<file path="src/hdl/arpc_pkg.sv">
// Shared constants, types and helpers of the ARP cache block.
package arpc_pkg;

    localparam int CACHE_ENTRIES = 64;
    localparam int PENDING_SLOTS = 16;
    localparam int TIME_BITS     = 32;

    localparam int CIDX_W   = $clog2(CACHE_ENTRIES);
    localparam int SIDX_W   = $clog2(PENDING_SLOTS);
    localparam int SCAN_LEN = (CACHE_ENTRIES > PENDING_SLOTS) ? CACHE_ENTRIES : PENDING_SLOTS;
    localparam int SCNT_W   = $clog2(SCAN_LEN + 1);

    localparam int ACT_W  = 2;
    localparam int KIND_W = 3;
    localparam int IP_W   = 32;
    localparam int MAC_W  = 48;
    localparam int SLOT_W = 4;
    localparam int CRAM_W = IP_W + MAC_W + TIME_BITS;

    localparam int S_TDATA_W  = 80;
    localparam int M_TDATA_W  = 88;
    localparam int CFG_IDX_W  = 2;
    localparam int CFG_DATA_W = 16;
    localparam int FIFO_DEPTH = 2;

    localparam logic [ACT_W-1:0] ACT_LOOKUP = 2'd0;
    localparam logic [ACT_W-1:0] ACT_INSERT = 2'd1;
    localparam logic [ACT_W-1:0] ACT_QUEUE  = 2'd2;
    localparam logic [ACT_W-1:0] ACT_TICK   = 2'd3;

    localparam logic [KIND_W-1:0] KIND_LOOKUP = 3'd0;
    localparam logic [KIND_W-1:0] KIND_INSERT = 3'd1;
    localparam logic [KIND_W-1:0] KIND_QUEUE  = 3'd2;
    localparam logic [KIND_W-1:0] KIND_SEND   = 3'd3;
    localparam logic [KIND_W-1:0] KIND_GIVEUP = 3'd4;

    localparam logic [CFG_IDX_W-1:0] CFG_TIMEOUT = 2'd0;
    localparam logic [CFG_IDX_W-1:0] CFG_RETRY   = 2'd1;
    localparam logic [CFG_IDX_W-1:0] CFG_MAXS    = 2'd2;

    typedef struct packed {
        logic [15:0] timeout;
        logic [7:0]  retry;
        logic [2:0]  max_sends;
    } cfg_t;

    typedef struct packed {
        logic [ACT_W-1:0] action;
        logic [IP_W-1:0]  ip;
        logic [MAC_W-1:0] mac;
    } item_t;

    typedef struct packed {
        logic [KIND_W-1:0] kind;
        logic              hit;
        logic [MAC_W-1:0]  mac;
        logic [IP_W-1:0]   ip;
        logic [SLOT_W-1:0] slot;
        logic              full;
        logic              last;
    } result_t;

    function automatic logic [SLOT_W-1:0] to_slot(input logic [SIDX_W-1:0] s);
        to_slot = SLOT_W'(s);
    endfunction

    function automatic logic age_over(input logic [TIME_BITS-1:0] now,
                                      input logic [TIME_BITS-1:0] then,
                                      input logic [15:0] limit);
        logic [TIME_BITS-1:0] age;
        age = now - then;
        age_over = age > TIME_BITS'(limit);
    endfunction

endpackage

</file>
<file path="src/hdl/arpc_front.sv">
// Front end: accept input transfers, decode fields and queue them for the back end.
module arpc_front (
    input  logic                               aclk,
    input  logic                               aresetn,
    input  logic                               s_tvalid,
    output logic                               s_tready,
    input  logic [arpc_pkg::S_TDATA_W-1:0]     s_tdata,
    input  logic [arpc_pkg::ACT_W-1:0]         s_tuser,
    output logic                               q_valid,
    output arpc_pkg::item_t                    q_item,
    input  logic                               q_pop
);

    arpc_pkg::item_t ent_reg [arpc_pkg::FIFO_DEPTH];
    logic            wr_ptr_reg;
    logic            rd_ptr_reg;
    logic [1:0]      cnt_reg;
    logic            push;
    arpc_pkg::item_t in_item;

    assign in_item.action = s_tuser;
    assign in_item.ip     = s_tdata[arpc_pkg::IP_W-1:0];
    assign in_item.mac    = s_tdata[arpc_pkg::IP_W +: arpc_pkg::MAC_W];

    assign s_tready = cnt_reg != 2'(arpc_pkg::FIFO_DEPTH);
    assign push     = s_tvalid && s_tready;
    assign q_valid  = cnt_reg != 2'd0;
    assign q_item   = ent_reg[rd_ptr_reg];

    always_ff @(posedge aclk) begin
        if (!aresetn) begin
            wr_ptr_reg <= 1'b0;
            rd_ptr_reg <= 1'b0;
            cnt_reg    <= 2'd0;
        end else begin
            if (push) begin
                ent_reg[wr_ptr_reg] <= in_item;
                wr_ptr_reg          <= ~wr_ptr_reg;
            end
            if (q_pop) begin
                rd_ptr_reg <= ~rd_ptr_reg;
            end
            if (push && !q_pop) begin
                cnt_reg <= cnt_reg + 2'd1;
            end else if (!push && q_pop) begin
                cnt_reg <= cnt_reg - 2'd1;
            end
        end
    end

endmodule

</file>
<file path="config.mk">
export PLATFORM = sky130hd
export DESIGN_NAME = arpc_front
export DESIGN_NICKNAME = d
export VERILOG_FILES = /design/src/hdl/arpc_pkg.sv /design/src/hdl/arpc_front.sv
export SDC_FILE = /design/constraint.sdc
export NUM_CORES = 1
export LEC_CHECK = 0
export BUFFER_PORTS_ARGS = -buffer_cell sky130_fd_sc_hd__buf_2
export CAP_MARGIN = 5
export CORE_MARGIN = 2
export CORE_UTILIZATION = 47
export CTS_CLUSTER_DIAMETER = 40
export DETAILED_ROUTE_END_ITERATION = 10
export PLACE_DENSITY = 0.76
export SYNTH_ARGS = -nofsm -noshare
export SYNTH_HDL_FRONTEND = slang
export SYNTH_SLANG_ARGS = --single-unit
export TNS_END_PERCENT = 10
</file>
<file path="constraint.sdc">
create_clock -name aclk -period 4.7 [get_ports aclk]
set_input_delay 0.235 -clock aclk [delete_from_list [all_inputs] [get_ports aclk]]
set_output_delay 0.235 -clock aclk [all_outputs]
set_load 0.05 [all_outputs]
</file>
==> run metrics <==
clk_lat worst skew 0.41 ns; Worst Max-Slew Pin Slew 1.14 ns; status finished clean; initial antenna violation count 0; period utilization 51.4%; Final nets 616; clk slew on worst S/H paths 0.06 ns; Area Growth Syn to Fin 36.7%; startpoint type of the worst setup path register; core area 12700 um2; first-pass GRT wire length 17600 um; RSZ-0062 raised after global routing no; max-cap violation count 0; Hold Path Class in -> reg; pin count of the biggest net entering global routing 83; DPL Wire Length 6570 um; ANT cells 0; CP endpoint kind output port; Fmax 414 MHz; Worst Path Buf+Inv 1; worst r2r src cnt_reg[1]$_SDFFE_PN0P_; CTS Hold Bufs 55; Leak 0.00316 uW; worst hold path startpoint s_tdata[20]; CTS tree built; Die ar. 14100 um2; vias in the first global route 3603; FP Rows 41; worst path required time 4.47 ns; clock sink total 169; mux share of post-synthesis cell area 14.9%; largest family of logic cells by synthesized area multiplexers; Avg Cell Area, Syn 21.9 um2; largest area contributor in the netlist edfxtp_1; Top Ports 170; count leader, synth edfxtp_1; CP Max Fanout 82; worst hold stages 1; FF+latch count, synth 169; Post-Syn Area 6180 um2; Yosys cell types 18; DRC errors left 0; Critical Path AT 2.18 ns; synth warn 0; CP max stage delay 1.07 ns; crit path max-delay cell type dfxtp_4; post-CTS sizing 0; ys async rst share 0%; clk_skew 0.00486 ns; drt pass-1 iters 4; critical-path cell list mux2_2, buf_2; Reg2Reg Depth 5; Slew Limit Fails 0; post-synth top area share 79.6%; hold_ws 0.0193 ns; compound-cell area share of the yosys netlist 0.405%; Initial Utilization 48.6%; Peak VDD IR 0.328 mV; XOR/XNOR Fraction of Synth Area 0.425%; CTS Buf Count 17; Detailed Route Iter0 Violations 220; Pwr Density 457 nW/um2; Die Wd 119 um; top post-synthesis cells by area edfxtp_1, mux2_2, dfxtp_1, buf_6, and2_1; gate count after technology mapping 282; Syn Nets 369; final hold violation count 0; prevailing post-synth register cell edfxtp_1; Adder-Cell Fraction of Synth Area 0.202%; TNS Setup 0 ns; max reg flops 164; total gr overflow 0; clock root buffer clkbuf_16; top post-synthesis cells by count edfxtp_1, mux2_2, buf_6, dfxtp_1; via count 3381; layout cells sized above 1 52.2%; DIE HEIGHT 119 um; ANT nets after route 0; wirelength, routed 11600 um; Largest delay share family, worst path flip-flops; post-synthesis sequential area ratio 81.3%; htree depth 4; final setup violation count 0; Post-Synth Simple-Gate Area 1.01%; Via density 4.74; IO Port Bufs 169; Worst slew margin 24.2%; postcts setup bufs 0; Longest Clk Path Bufs 2; routed length per placed instance 16.2 um; gr usage total 16.5%; GP Congestion 0.743; number of flops mapped to enable cells by yosys 164; WS Path Type reg -> out; fin crit period 2.41 ns; WP depth 2
[power by group]
part / internal, uW / switching [uW]
registers: 1760 / 49.5
clock network: 884 / 532
logic: 207 / 428
[worst paths after layout]
check	end	slack (ns)
max	q_item[81]	2.29
min	ent_reg[1][68]$_DFFE_PP_	0.02
max reg2reg	ent_reg[0][72]$_DFFE_PP_	2.60
min reg2reg	cnt_reg[1]$_SDFFE_PN0P_	0.56
[stage by stage]
| stage | util [%] | std cells | area (um2) | setup WS [ns] | total power [uW] |
|---|---|---|---|---|---|
| 6_report | 66.4 | 714 | 8450 | 2.29 | 3860 |
| 5_1_grt | 66.4 | 714 | 8450 | 2.15 | 3990 |
| 4_1_cts | 65.5 | 702 | 8330 | 2.25 | 3880 |
| 3_5_place_dp | 56.4 | 615 | 7170 | 2.63 | 2430 |
| 3_3_place_gp | 56.4 | 615 | 7170 | 2.70 | 2420 |
| 2_1_floorplan | - | 282 | 6190 | 1.20 | 2290 |
[logic make-up after synthesis]
group / Yosys count
flops: 169
mux: 82
buf+inv: 12
simple gates: 11
compound gates: 4
xor+xnor: 3
fa+ha+maj: 1
[per-layer routing]
layer	track usage [%]	vias to the layer above	part of all wire, %
li1	-	1611	-
met1	18.8	1619	40
met2	27.7	126	51
met3	6.47	25	6.7
met4	7.22	0	2.3
met5	0	-	0
[cells in the final DEF (no fill, tap or decap), drive strengths merged, types with 2 or more instances in the layout]
cell type | netlist | layout
edfxtp | 164 | 164
o21ai | 2 | 2
or3 | 2 | 2
mux2 | 82 | 82
clkinv | 0 | 7
buf | 9 | 170
inv | 3 | 3
and2 | 3 | 3
nor2 | 2 | 2
xor2 | 2 | 2
dfxtp | 5 | 5
bufinv | 0 | 4
dlygate4sd3 | 0 | 67
a21boi | 2 | 2
clkinvlp | 0 | 2
clkbuf | 0 | 19
[final cells by class]
class | instances | area [um2]
clock inverter | 13 | 178
clock buffer | 19 | 433
sequential | 169 | 5030
multi-input combinational | 101 | 1060
fill | 895 | 4270
timing repair buffer | 237 | 1520
tap | 172 | 215
inverter | 3 | 11.3
No activity file was read; power rests on OpenSTA's default activity.
